<file path="config.mk">
export PLATFORM = sky130hd
export DESIGN_NAME = windowed_temperature_statistics_unit
export DESIGN_NICKNAME = d
export VERILOG_FILES = /design/src/rtl/core/wts_pkg.sv /design/src/rtl/core/wts_front.sv /design/src/rtl/core/wts_queue.sv /design/src/rtl/core/wts_back.sv /design/src/rtl/core/windowed_temperature_statistics_unit.sv
export VERILOG_INCLUDE_DIRS = /design/src /design/src/rtl/core
export SDC_FILE = /design/constraint.sdc
export NUM_CORES = 2
export LEC_CHECK = 0
export BUFFER_PORTS_ARGS = -buffer_cell sky130_fd_sc_hd__buf_2
export CAP_MARGIN = 10
export CORE_AREA = 4 4 255 257
export DETAILED_ROUTE_END_ITERATION = 12
export DIE_AREA = 0 0 259 261
export PLACE_DENSITY = 0.81
export SLEW_MARGIN = 20
export SYNTH_ARGS = -nofsm -noshare
export SYNTH_HDL_FRONTEND = slang
export SYNTH_SLANG_ARGS = --single-unit
</file>
<file path="constraint.sdc">
create_clock -name clock -period 12.7 [get_ports clock]
set_input_delay 1.27 -clock clock [delete_from_list [all_inputs] [get_ports clock]]
set_output_delay 1.27 -clock clock [all_outputs]
set_load 0.02 [all_outputs]
</file>
<file path="src/rtl/core/windowed_temperature_statistics_unit_assert.svh">
// assertion macros used by the statistics unit
`ifndef WINDOWED_TEMPERATURE_STATISTICS_UNIT_ASSERT_SVH
`define WINDOWED_TEMPERATURE_STATISTICS_UNIT_ASSERT_SVH

// same-cycle implication, checked outside reset
`define WTS_ASSERT_IMPLIES(name, clk, rst, ante, cons) \
   name: assert property (@(posedge clk) disable iff (rst) (ante) |-> (cons)) \
      else $error("statistics unit: same-cycle check failed");

// next-cycle implication, checked outside reset
`define WTS_ASSERT_NEXT(name, clk, rst, ante, cons) \
   name: assert property (@(posedge clk) disable iff (rst) (ante) |=> (cons)) \
      else $error("statistics unit: next-cycle check failed");

`endif

</file>
<file path="src/rtl/core/wts_pkg.sv">
`timescale 1ns / 1ps
`default_nettype none

package wts_pkg;

   localparam int ADC_BITS           = 12;
   localparam int MAX_WINDOW_DEFAULT = 4096;
   localparam int LEN_W              = 13;
   localparam int OFF_W              = 12;
   localparam int CPD_W              = 12;
   localparam int FRAC_BITS          = 8;
   localparam int DEG_W              = 20;
   localparam int DEG_MAX            = 524287;
   localparam int DEG_MIN_MAG        = 524288;
   localparam int QUEUE_DEPTH        = 2;

   // register indexes, byte address bits [3:2]
   typedef enum logic [1:0] {
      REG_WINDOW_LENGTH     = 2'd0,
      REG_ADC_OFFSET        = 2'd1,
      REG_COUNTS_PER_DEGREE = 2'd2
   } reg_index_type;

endpackage

`default_nettype wire

</file>
<file path="src/rtl/core/wts_front.sv">
`timescale 1ns / 1ps
`default_nettype none

module wts_front #(
   parameter int MAX_WINDOW = wts_pkg::MAX_WINDOW_DEFAULT,
   localparam int CNT_W = $clog2(MAX_WINDOW + 1),
   localparam int SUM_W = wts_pkg::ADC_BITS + CNT_W,
   localparam int JOB_W = 3 * wts_pkg::ADC_BITS + 1 + SUM_W + CNT_W
) (
   input  wire logic                          clock,
   input  wire logic                          reset,
   input  wire logic [wts_pkg::LEN_W-1:0]     window_length,
   input  wire logic                          in_valid,
   output logic                               in_ready,
   input  wire logic [wts_pkg::ADC_BITS-1:0]  in_raw,
   output logic                               out_valid,
   input  wire logic                          out_ready,
   output logic [JOB_W-1:0]                   out_job
);

   localparam int ADC   = wts_pkg::ADC_BITS;
   localparam int CMP_W = (wts_pkg::LEN_W > CNT_W) ? wts_pkg::LEN_W : CNT_W;

   typedef struct packed {
      logic [ADC-1:0]   raw;
      logic             close;
      logic [ADC-1:0]   min_raw;
      logic [ADC-1:0]   max_raw;
      logic [SUM_W-1:0] sum;
      logic [CNT_W-1:0] count;
   } job_type;

   logic [CNT_W-1:0] count_ff, count_in;
   logic [ADC-1:0]   min_ff, min_in;
   logic [ADC-1:0]   max_ff, max_in;
   logic [SUM_W-1:0] sum_ff, sum_in;

   logic [CMP_W-1:0] len_ext;
   logic [CMP_W-1:0] eff_len;
   logic [CNT_W-1:0] n_next;
   logic [ADC-1:0]   min_next;
   logic [ADC-1:0]   max_next;
   logic [SUM_W-1:0] sum_next;
   logic             close;
   logic             accept;
   job_type          job;

   assign in_ready  = out_ready;
   assign out_valid = in_valid;
   assign accept    = in_valid & out_ready;

   always_comb begin
      len_ext = CMP_W'(window_length);
      priority if (len_ext == '0) begin
         eff_len = CMP_W'(1);
      end else if (len_ext > CMP_W'(MAX_WINDOW)) begin
         eff_len = CMP_W'(MAX_WINDOW);
      end else begin
         eff_len = len_ext;
      end
      n_next   = count_ff + 1'b1;
      min_next = (in_raw < min_ff) ? in_raw : min_ff;
      max_next = (in_raw > max_ff) ? in_raw : max_ff;
      sum_next = sum_ff + SUM_W'(in_raw);
      close    = (CMP_W'(n_next) >= eff_len);

      job.raw     = in_raw;
      job.close   = close;
      job.min_raw = min_next;
      job.max_raw = max_next;
      job.sum     = sum_next;
      job.count   = n_next;
   end

   assign out_job = job;

   // accepted item: accumulate, or when the window closes start over empty
   always_comb begin
      count_in = count_ff;
      min_in   = min_ff;
      max_in   = max_ff;
      sum_in   = sum_ff;
      if (accept) begin
         if (close) begin
            count_in = '0;
            min_in   = '1;
            max_in   = '0;
            sum_in   = '0;
         end else begin
            count_in = n_next;
            min_in   = min_next;
            max_in   = max_next;
            sum_in   = sum_next;
         end
      end
   end

   always_ff @(posedge clock) begin
      if (reset) begin
         count_ff <= '0;
         min_ff   <= '1;
         max_ff   <= '0;
         sum_ff   <= '0;
      end else begin
         count_ff <= count_in;
         min_ff   <= min_in;
         max_ff   <= max_in;
         sum_ff   <= sum_in;
      end
   end

endmodule

`default_nettype wire

</file>
<file path="src/rtl/core/wts_queue.sv">
`timescale 1ns / 1ps
`default_nettype none

module wts_queue #(
   parameter int WIDTH = 8,
   parameter int DEPTH = wts_pkg::QUEUE_DEPTH
) (
   input  wire logic             clock,
   input  wire logic             reset,
   input  wire logic             in_valid,
   output logic                  in_ready,
   input  wire logic [WIDTH-1:0] in_data,
   output logic                  out_valid,
   input  wire logic             out_ready,
   output logic [WIDTH-1:0]      out_data
);

   localparam int PTR_W = (DEPTH > 1) ? $clog2(DEPTH) : 1;
   localparam int CNT_W = $clog2(DEPTH + 1);

   logic [WIDTH-1:0] mem [DEPTH];
   logic [PTR_W-1:0] wr_ptr_ff, wr_ptr_in;
   logic [PTR_W-1:0] rd_ptr_ff, rd_ptr_in;
   logic [CNT_W-1:0] fill_ff, fill_in;
   logic             push;
   logic             pop;

   assign in_ready  = (fill_ff != CNT_W'(DEPTH));
   assign out_valid = (fill_ff != '0);
   assign out_data  = mem[rd_ptr_ff];
   assign push      = in_valid & in_ready;
   assign pop       = out_valid & out_ready;

   always_comb begin
      wr_ptr_in = wr_ptr_ff;
      rd_ptr_in = rd_ptr_ff;
      fill_in   = fill_ff;
      if (push) begin
         wr_ptr_in = (wr_ptr_ff == PTR_W'(DEPTH - 1)) ? '0 : wr_ptr_ff + 1'b1;
      end
      if (pop) begin
         rd_ptr_in = (rd_ptr_ff == PTR_W'(DEPTH - 1)) ? '0 : rd_ptr_ff + 1'b1;
      end
      if (push && !pop) begin
         fill_in = fill_ff + 1'b1;
      end else if (pop && !push) begin
         fill_in = fill_ff - 1'b1;
      end
   end

   always_ff @(posedge clock) begin
      if (push) begin
         mem[wr_ptr_ff] <= in_data;
      end
   end

   always_ff @(posedge clock) begin
      if (reset) begin
         wr_ptr_ff <= '0;
         rd_ptr_ff <= '0;
         fill_ff   <= '0;
      end else begin
         wr_ptr_ff <= wr_ptr_in;
         rd_ptr_ff <= rd_ptr_in;
         fill_ff   <= fill_in;
      end
   end

endmodule

`default_nettype wire

</file>
<file path="src/rtl/core/wts_back.sv">
`timescale 1ns / 1ps
`default_nettype none

module wts_back #(
   parameter int MAX_WINDOW = wts_pkg::MAX_WINDOW_DEFAULT,
   localparam int CNT_W = $clog2(MAX_WINDOW + 1),
   localparam int SUM_W = wts_pkg::ADC_BITS + CNT_W,
   localparam int JOB_W = 3 * wts_pkg::ADC_BITS + 1 + SUM_W + CNT_W
) (
   input  wire logic                         clock,
   input  wire logic                         reset,
   input  wire logic                         job_valid,
   output logic                              job_ready,
   input  wire logic [JOB_W-1:0]             job,
   input  wire logic [wts_pkg::OFF_W-1:0]    adc_offset,
   input  wire logic [wts_pkg::CPD_W-1:0]    cpd_eff,
   output logic                              rsp_valid,
   input  wire logic                         rsp_ready,
   output logic [4*wts_pkg::DEG_W-1:0]       rsp_data,
   output logic                              rsp_done
);

   localparam int ADC   = wts_pkg::ADC_BITS;
   localparam int DEG_W = wts_pkg::DEG_W;
   localparam int FRAC  = wts_pkg::FRAC_BITS;
   localparam int PO_W  = CNT_W + wts_pkg::OFF_W;
   localparam int DEN_W = CNT_W + wts_pkg::CPD_W;
   localparam int DIV_W = SUM_W + FRAC;
   localparam int ITER_W = $clog2(DIV_W);

   localparam logic [2:0] ST_IDLE  = 3'd0;
   localparam logic [2:0] ST_PREP  = 3'd1;
   localparam logic [2:0] ST_LOAD  = 3'd2;
   localparam logic [2:0] ST_DIV   = 3'd3;
   localparam logic [2:0] ST_STORE = 3'd4;
   localparam logic [2:0] ST_EMIT  = 3'd5;

   localparam logic [1:0] OP_CUR  = 2'd0;
   localparam logic [1:0] OP_MIN  = 2'd1;
   localparam logic [1:0] OP_MAX  = 2'd2;
   localparam logic [1:0] OP_MEAN = 2'd3;

   typedef struct packed {
      logic [ADC-1:0]   raw;
      logic             close;
      logic [ADC-1:0]   min_raw;
      logic [ADC-1:0]   max_raw;
      logic [SUM_W-1:0] sum;
      logic [CNT_W-1:0] count;
   } job_type;

   logic [2:0]        state_ff, state_in;
   logic [1:0]        op_ff, op_in;
   job_type           job_ff, job_in;
   logic [PO_W-1:0]   prod_off_ff, prod_off_in;
   logic [DEN_W-1:0]  prod_den_ff, prod_den_in;
   logic [DEN_W-1:0]  rem_ff, rem_in;
   logic [DIV_W-1:0]  quo_ff, quo_in;
   logic [DEN_W-1:0]  den_ff, den_in;
   logic              neg_ff, neg_in;
   logic [ITER_W-1:0] iter_ff, iter_in;
   logic [DEG_W-1:0]  cur_ff, cur_in;
   logic [DEG_W-1:0]  min_ff, min_in;
   logic [DEG_W-1:0]  max_ff, max_in;
   logic [DEG_W-1:0]  avg_ff, avg_in;
   logic              rsp_valid_ff, rsp_valid_in;
   logic [4*DEG_W-1:0] rsp_data_ff, rsp_data_in;
   logic              rsp_done_ff, rsp_done_in;

   logic [ADC-1:0]    sval;
   logic [ADC:0]      sdiff;
   logic [ADC-1:0]    smag;
   logic [SUM_W:0]    mdiff;
   logic [SUM_W-1:0]  mmag;
   logic              load_neg;
   logic [DIV_W-1:0]  load_div;
   logic [DEN_W-1:0]  load_den;
   logic [DEN_W:0]    trial;
   logic [DEN_W:0]    trial_sub;
   logic              trial_ge;
   logic [DIV_W-1:0]  quo_neg;
   logic [DEG_W-1:0]  sat_val;
   logic              emit_fire;

   assign job_ready = (state_ff == ST_IDLE);
   assign rsp_valid = rsp_valid_ff;
   assign rsp_data  = rsp_data_ff;
   assign rsp_done  = rsp_done_ff;
   assign emit_fire = (state_ff == ST_EMIT) && (!rsp_valid_ff || rsp_ready);

   // operand set-up for the division of the current op
   always_comb begin
      unique case (op_ff)
         OP_CUR:  sval = job_ff.raw;
         OP_MIN:  sval = job_ff.min_raw;
         OP_MAX:  sval = job_ff.max_raw;
         OP_MEAN: sval = job_ff.raw;
      endcase
      sdiff = {1'b0, sval} - (ADC + 1)'(adc_offset);
      smag  = sdiff[ADC] ? ADC'(-sdiff) : sdiff[ADC-1:0];
      mdiff = (SUM_W + 1)'(job_ff.sum) - (SUM_W + 1)'(prod_off_ff);
      mmag  = mdiff[SUM_W] ? SUM_W'(-mdiff) : mdiff[SUM_W-1:0];
      if (op_ff == OP_MEAN) begin
         load_neg = mdiff[SUM_W];
         load_div = {mmag, {FRAC{1'b0}}};
         load_den = prod_den_ff;
      end else begin
         load_neg = sdiff[ADC];
         load_div = DIV_W'({smag, {FRAC{1'b0}}});
         load_den = DEN_W'(cpd_eff);
      end
   end

   // restoring step, one quotient bit
   always_comb begin
      trial     = {rem_ff, quo_ff[DIV_W-1]};
      trial_sub = trial - {1'b0, den_ff};
      trial_ge  = (trial >= {1'b0, den_ff});
   end

   // saturate the magnitude and apply the sign
   always_comb begin
      quo_neg = ~quo_ff + 1'b1;
      if (neg_ff) begin
         sat_val = (quo_ff > DIV_W'(wts_pkg::DEG_MIN_MAG)) ?
                   DEG_W'(wts_pkg::DEG_MIN_MAG) : quo_neg[DEG_W-1:0];
      end else begin
         sat_val = (quo_ff > DIV_W'(wts_pkg::DEG_MAX)) ?
                   DEG_W'(wts_pkg::DEG_MAX) : quo_ff[DEG_W-1:0];
      end
   end

   always_comb begin
      state_in    = state_ff;
      op_in       = op_ff;
      job_in      = job_ff;
      prod_off_in = prod_off_ff;
      prod_den_in = prod_den_ff;
      rem_in      = rem_ff;
      quo_in      = quo_ff;
      den_in      = den_ff;
      neg_in      = neg_ff;
      iter_in     = iter_ff;
      cur_in      = cur_ff;
      min_in      = min_ff;
      max_in      = max_ff;
      avg_in      = avg_ff;
      unique case (state_ff)
         ST_IDLE: begin
            if (job_valid) begin
               job_in   = job;
               op_in    = OP_CUR;
               min_in   = '0;
               max_in   = '0;
               avg_in   = '0;
               state_in = ST_PREP;
            end
         end
         ST_PREP: begin
            prod_off_in = PO_W'(job_ff.count) * PO_W'(adc_offset);
            prod_den_in = DEN_W'(job_ff.count) * DEN_W'(cpd_eff);
            state_in    = ST_LOAD;
         end
         ST_LOAD: begin
            quo_in   = load_div;
            rem_in   = '0;
            den_in   = load_den;
            neg_in   = load_neg;
            iter_in  = '0;
            state_in = ST_DIV;
         end
         ST_DIV: begin
            rem_in  = trial_ge ? trial_sub[DEN_W-1:0] : trial[DEN_W-1:0];
            quo_in  = {quo_ff[DIV_W-2:0], trial_ge};
            iter_in = iter_ff + 1'b1;
            if (iter_ff == ITER_W'(DIV_W - 1)) begin
               state_in = ST_STORE;
            end
         end
         ST_STORE: begin
            unique case (op_ff)
               OP_CUR:  cur_in = sat_val;
               OP_MIN:  min_in = sat_val;
               OP_MAX:  max_in = sat_val;
               OP_MEAN: avg_in = sat_val;
            endcase
            if ((op_ff == OP_MEAN) || !job_ff.close) begin
               state_in = ST_EMIT;
            end else begin
               op_in    = op_ff + 1'b1;
               state_in = ST_LOAD;
            end
         end
         ST_EMIT: begin
            if (emit_fire) begin
               state_in = ST_IDLE;
            end
         end
         default: begin
            state_in = ST_IDLE;
         end
      endcase
   end

   // output register
   always_comb begin
      rsp_valid_in = rsp_valid_ff;
      rsp_data_in  = rsp_data_ff;
      rsp_done_in  = rsp_done_ff;
      if (emit_fire) begin
         rsp_valid_in = 1'b1;
         rsp_data_in  = {avg_ff, max_ff, min_ff, cur_ff};
         rsp_done_in  = job_ff.close;
      end else if (rsp_ready) begin
         rsp_valid_in = 1'b0;
      end
   end

   always_ff @(posedge clock) begin
      if (reset) begin
         state_ff     <= ST_IDLE;
         op_ff        <= OP_CUR;
         rsp_valid_ff <= 1'b0;
      end else begin
         state_ff     <= state_in;
         op_ff        <= op_in;
         rsp_valid_ff <= rsp_valid_in;
      end
   end

   always_ff @(posedge clock) begin
      job_ff      <= job_in;
      prod_off_ff <= prod_off_in;
      prod_den_ff <= prod_den_in;
      rem_ff      <= rem_in;
      quo_ff      <= quo_in;
      den_ff      <= den_in;
      neg_ff      <= neg_in;
      iter_ff     <= iter_in;
      cur_ff      <= cur_in;
      min_ff      <= min_in;
      max_ff      <= max_in;
      avg_ff      <= avg_in;
      rsp_data_ff <= rsp_data_in;
      rsp_done_ff <= rsp_done_in;
   end

endmodule

`default_nettype wire

</file>
<file path="src/rtl/core/windowed_temperature_statistics_unit.sv">
`timescale 1ns / 1ps
`default_nettype none

// Windowed temperature statistics. Every raw ADC item on req_ gives one result item on rsp_:
// the sample in degrees ((raw - adc_offset) * 256 / counts_per_degree, truncated toward
// zero, saturated to 20 bits signed, 8 fraction bits) and, on the item that closes a window
// of window_length samples, window_done set with the converted minimum, maximum and mean
// (zero otherwise). A front stage keeps the running raw minimum, maximum, sum and count and
// classifies each item; a two-entry queue hands it to a back stage that owns one restoring
// divider producing one quotient bit per cycle, DIV_W = ADC_BITS + clog2(MAX_WINDOW + 1) + 8
// quotient bits wide; an ordinary item runs one division, a window-closing item four. The
// front takes new items while the queue has room, and the back stage may convert its next
// item while a result still waits in the output register, holding it in the emit state
// until that register frees. Length 0 is taken as 1, lengths above MAX_WINDOW as
// MAX_WINDOW, counts_per_degree 0 as 1. Registers are to be written only while the block
// is idle; the block itself does not enforce it. No clearing pass after reset.

`include "windowed_temperature_statistics_unit_assert.svh"

module windowed_temperature_statistics_unit #(
   parameter int MAX_WINDOW = wts_pkg::MAX_WINDOW_DEFAULT
) (
   input  wire logic        clock,
   input  wire logic        reset,
   // req_tdata: sample_raw [11:0], zero fill [15:12]
   input  wire logic        req_tvalid,
   output logic             req_tready,
   input  wire logic [15:0] req_tdata,
   // rsp_tdata: current_temp [19:0], min_temp [39:20], max_temp [59:40], avg_temp [79:60]
   output logic             rsp_tvalid,
   input  wire logic        rsp_tready,
   output logic [79:0]      rsp_tdata,
   // rsp_tuser: window_done [0]
   output logic             rsp_tuser,
   // register port
   input  wire logic        csr_psel,
   input  wire logic        csr_penable,
   input  wire logic        csr_pwrite,
   input  wire logic [3:0]  csr_paddr,
   input  wire logic [31:0] csr_pwdata,
   output logic [31:0]      csr_prdata,
   output logic             csr_pready
);

   localparam int CNT_W = $clog2(MAX_WINDOW + 1);
   localparam int SUM_W = wts_pkg::ADC_BITS + CNT_W;
   localparam int JOB_W = 3 * wts_pkg::ADC_BITS + 1 + SUM_W + CNT_W;

   localparam logic [wts_pkg::LEN_W-1:0] RST_WINDOW_LENGTH = 13'd1200;
   localparam logic [wts_pkg::OFF_W-1:0] RST_ADC_OFFSET    = 12'd2048;
   localparam logic [wts_pkg::CPD_W-1:0] RST_COUNTS        = 12'd41;

   logic [wts_pkg::LEN_W-1:0] window_length_ff, window_length_in;
   logic [wts_pkg::OFF_W-1:0] adc_offset_ff, adc_offset_in;
   logic [wts_pkg::CPD_W-1:0] counts_ff, counts_in;
   logic [wts_pkg::CPD_W-1:0] cpd_eff;
   logic                      csr_write;

   logic                      front_valid;
   logic                      front_ready;
   logic [JOB_W-1:0]          front_job;
   logic                      queue_valid;
   logic                      queue_ready;
   logic [JOB_W-1:0]          queue_job;

   logic signed [wts_pkg::DEG_W-1:0] rsp_min;
   logic signed [wts_pkg::DEG_W-1:0] rsp_max;
   logic signed [wts_pkg::DEG_W-1:0] rsp_avg;

   // register port: no wait states
   assign csr_pready = 1'b1;
   assign csr_write  = csr_psel & csr_penable & csr_pwrite;

   always_comb begin
      window_length_in = window_length_ff;
      adc_offset_in    = adc_offset_ff;
      counts_in        = counts_ff;
      if (csr_write) begin
         unique case (csr_paddr[3:2])
            wts_pkg::REG_WINDOW_LENGTH:
               window_length_in = csr_pwdata[wts_pkg::LEN_W-1:0];
            wts_pkg::REG_ADC_OFFSET:
               adc_offset_in    = csr_pwdata[wts_pkg::OFF_W-1:0];
            wts_pkg::REG_COUNTS_PER_DEGREE:
               counts_in        = csr_pwdata[wts_pkg::CPD_W-1:0];
            default: begin
               // address past the register list: write is dropped
            end
         endcase
      end
   end

   always_comb begin
      unique case (csr_paddr[3:2])
         wts_pkg::REG_WINDOW_LENGTH:     csr_prdata = 32'(window_length_ff);
         wts_pkg::REG_ADC_OFFSET:        csr_prdata = 32'(adc_offset_ff);
         wts_pkg::REG_COUNTS_PER_DEGREE: csr_prdata = 32'(counts_ff);
         default:                        csr_prdata = '0;
      endcase
   end

   always_ff @(posedge clock) begin
      if (reset) begin
         window_length_ff <= RST_WINDOW_LENGTH;
         adc_offset_ff    <= RST_ADC_OFFSET;
         counts_ff        <= RST_COUNTS;
      end else begin
         window_length_ff <= window_length_in;
         adc_offset_ff    <= adc_offset_in;
         counts_ff        <= counts_in;
      end
   end

   // a zero divisor behaves as one
   assign cpd_eff = (counts_ff == '0) ? wts_pkg::CPD_W'(1) : counts_ff;

   // front: running window statistics and window-close decision
   wts_front #(
      .MAX_WINDOW (MAX_WINDOW)
   ) u_front (
      .clock         (clock),
      .reset         (reset),
      .window_length (window_length_ff),
      .in_valid      (req_tvalid),
      .in_ready      (req_tready),
      .in_raw        (req_tdata[wts_pkg::ADC_BITS-1:0]),
      .out_valid     (front_valid),
      .out_ready     (front_ready),
      .out_job       (front_job)
   );

   // short queue decoupling the two halves
   wts_queue #(
      .WIDTH (JOB_W),
      .DEPTH (wts_pkg::QUEUE_DEPTH)
   ) u_queue (
      .clock     (clock),
      .reset     (reset),
      .in_valid  (front_valid),
      .in_ready  (front_ready),
      .in_data   (front_job),
      .out_valid (queue_valid),
      .out_ready (queue_ready),
      .out_data  (queue_job)
   );

   // back: conversions through the shared divider, output register
   wts_back #(
      .MAX_WINDOW (MAX_WINDOW)
   ) u_back (
      .clock      (clock),
      .reset      (reset),
      .job_valid  (queue_valid),
      .job_ready  (queue_ready),
      .job        (queue_job),
      .adc_offset (adc_offset_ff),
      .cpd_eff    (cpd_eff),
      .rsp_valid  (rsp_tvalid),
      .rsp_ready  (rsp_tready),
      .rsp_data   (rsp_tdata),
      .rsp_done   (rsp_tuser)
   );

   assign rsp_min = rsp_tdata[39:20];
   assign rsp_max = rsp_tdata[59:40];
   assign rsp_avg = rsp_tdata[79:60];

   // statistics fields stay zero on items that do not close a window
   `WTS_ASSERT_IMPLIES(a_stats_zero_when_open, clock, reset, rsp_tvalid && !rsp_tuser, rsp_tdata[79:20] == '0)
   // conversion is monotonic, so the mean lies between minimum and maximum
   `WTS_ASSERT_IMPLIES(a_min_not_above_mean, clock, reset, rsp_tvalid && rsp_tuser, rsp_min <= rsp_avg)
   `WTS_ASSERT_IMPLIES(a_mean_not_above_max, clock, reset, rsp_tvalid && rsp_tuser, rsp_avg <= rsp_max)
   // a write to the window length register lands in the next cycle
   `WTS_ASSERT_NEXT(a_length_write, clock, reset, csr_write && (csr_paddr[3:2] == wts_pkg::REG_WINDOW_LENGTH), window_length_ff == $past(csr_pwdata[12:0]))

endmodule

`default_nettype wire
</file>
==> flow_summary.toml <==
[sta]
worstMarginPinSlew_ps = 1160
fin_crit_sh_pct = 52.1
maxSlewViolCount = 0
rsz0062_at_grt = "false"
final-hold-violation-count = 0
min_period_ps = 6620
setup_ws_ps = 6080
skew_ps = 27.3
holdWs_ps = 414
slew_headroom_pct = 22.7
setup_violations = 0
tns_ps = 0
max_freq_mhz = 151

[synthesis]
yosys_warnings = 0
synth_top_area_cell = "edfxtp_1"
synth_edf_count = 526
netlist_area_um2 = 39400
yosysMostFrequentCell = "edfxtp_1"
synth_common_cells = "edfxtp_1, nand2_1, inv_1"
ys_seq_elements = 635
synth_top_area_share_pct = 40.1
synth-main-ff-cell = "edfxtp_1"
syn_inst = 3589
synth_cell_types = 80
yosysSeqAreaShare_pct = 45.7
synthArstFlopShare_pct = 0
syn_area_per_cell_um2 = 11.0
synth.area.top_cells = "edfxtp_1, fa_1, ha_1, dfxtp_1, nand2_1"

[power_and_ir_drop]
power-per-cell-area_nw_per_um2 = 206
power.leakage_nw = 18.2
ir_drop_mv = 0.145

[place]
hpwl_um = 58800
pre_cts_ws_ps = 6160
port_buffers = 129
placed_cells = 4445
globalplace.congestion = 0.935

[die]
dieHeight_um = 261
num_io_pins = 175
die_w_um = 259
rows = 92
start_util_pct = 62.8
fp.coreArea_um2 = 62700
dieArea_um2 = 67600

[cts]
cts.sinks = 635
htreeDepth = 3
postCtsHoldBufs = 0
cts_tree = "done"
cts_buffers = 68
clk_pin_slew_ps = 60
cts_setup_buffers = 0
clk_latency_ps = 610
cts-root-buf = "clkbuf_16"
cts_resized = 0
cts_max_path_buffers = 3

[routing]
drt-initial-drc-count = 1952
wl_per_cell_um = 18.5
finalWirelength_um = 84300
dr.pass1.iters = 5
ant_nets = 0
drcViolationCount = 0
vias_per_cell = 5.82
vias = 26600

[setup_path]
reg2reg_from = "u_back.job_ff[5]"
crit_type = "reg -> reg"
cp.arrival_ps = 6960
cp_max_fo = 24
path_buf_inv = 3
cpPeakStageDelay_ps = 1000
start_kind = "register"
crit_slowest_cell = "edfxtp_1"
cp_top_family = "adder cells"
path_common_cell = "fa_1"
crit_start = "u_back.job_ff[5]"
required_ps = 13040
end_kind = "register"
path_cells = "nand2_1 -> fa_1 -> fa_1 -> fa_1 -> inv_1 -> fa_1 -> inv_1 -> fa_1 -> inv_1 -> ha_1 -> a21oi_1 -> nor2b_1 -> a311oi_1 -> nor2_1 -> a211oi_1 -> a41o_1 -> or4_1 -> a31o_2 -> a21oi_1 -> xnor2_1"

[grt]
grt_pass1_wl_um = 137000
grt_pass1_vias = 26600
grt_max_degree = 82
grt.total_usage_pct = 25.1
antenna_found_initial = 1
gr-total-overflow = 0

[run]
cap_violations = 0

[finish]
stdcell_count = 4567
multi_input_comb_area_um2 = 19300
area.growth.synth_to_final_pct = 9.35
seq_area_um2 = 18000
fill_cells = 4499
drive_gt1_share_pct = 10.9
antenna_cells = 0
layout.nets = 4200

[run_status]
status = "finished, final reports clean"

[min_path]
hp-start = "u_back.min_ff[6]"
hold_path_class = "reg -> reg"
through the flow:
step,power (mW),area [µm²],util (%)
3_3_place_gp,6.64,40700,64.9
3_5_place_dp,6.76,40700,64.9
6_report,8.86,43000,68.6
5_1_grt,9.46,43000,68.6
4_1_cts,8.87,43000,68.6
2_1_floorplan,5.93,39400,-
flip-flops by register name (all words and copies together), names as in the netlist, 6 cells and up:
register,count
u_queue.mem,150
u_back.rsp_data,80
u_back.job_ff,75
u_back.quo_ff,33
u_back.den_ff,25
u_back.prod_den_ff,25
u_back.prod_off_ff,25
u_back.rem_ff,25
u_front.sum_ff,25
u_back.avg_ff,20
u_back.cur_ff,20
u_back.max_ff,20
u_back.min_ff,20
u_front.count_ff,13
window_length_ff,13
adc_offset_ff,12
counts_ff,12
u_front.max_ff,12
u_front.min_ff,12
u_back.iter_ff,6
routing by layer:
metal  vias to the layer above  part of all wire [%]  global-route usage [%]
li1                      12500                     -                       -
met1                     13000                    42                    33.6
met2                       878                    49                    42.4
met3                       177                   6.4                    4.25
met4                         0                   2.9                    8.35
met5                         -                     0                       0
final timing paths:
| kind | to | cells past startpoint | slack [ps] |
|---|---|---|---|
| hold reg to reg | u_back.rsp_data[26] | 0 | 410 |
| setup / recovery | u_back.prod_den_ff[24] | 20 | 6080 |
| hold / removal | u_back.rsp_data[26] | 0 | 410 |
| setup reg to reg | u_back.prod_den_ff[24] | 20 | 6080 |
cell families after synthesis:
logic type      synth area share [%]
simple gates                    12.8
flops                           45.7
buf+inv                         5.71
compound gates                  9.22
fa+ha+maj                       19.3
mux                             4.04
xor+xnor                        3.23
other cells                   0.0191
area by class of cell:
class                      count  area share [%]
sequential                   635            41.8
clock buffer                  87            4.29
timing repair buffer         158            2.01
inverter                     413            3.60
tap                          846            2.46
multi-input combinational   2393            44.8
clock inverter                35            1.13
power breakdown:
group	total, mW	leakage (nW)	internal [mW]	switching, mW
clock	2.06	1.12	1.21	0.845
combinational	3.60	11.2	1.41	2.19
sequential	3.21	5.82	2.94	0.268
total	8.86	18.2	5.56	3.31
layout by cell type (no fill, tap or decap), drive strengths merged, types with 18 or more instances in the layout:
cell type	synthesis	final
a21o	52	52
a21oi	149	149
and2	166	166
and3	35	35
buf	29	158
clkbuf	137	87
conb	2	20
dfxtp	109	109
edfxtp	526	526
fa	224	224
ha	248	248
inv	412	419
mux2	102	102
mux2i	44	44
nand2	430	430
nand2b	28	28
nand3	53	53
nor2	160	160
nor2b	28	28
nor3	48	48
o21ai	148	148
o311ai	18	18
or3	22	22
xnor2	89	89
xor2	56	56
(Power assumes the default switching activity.)
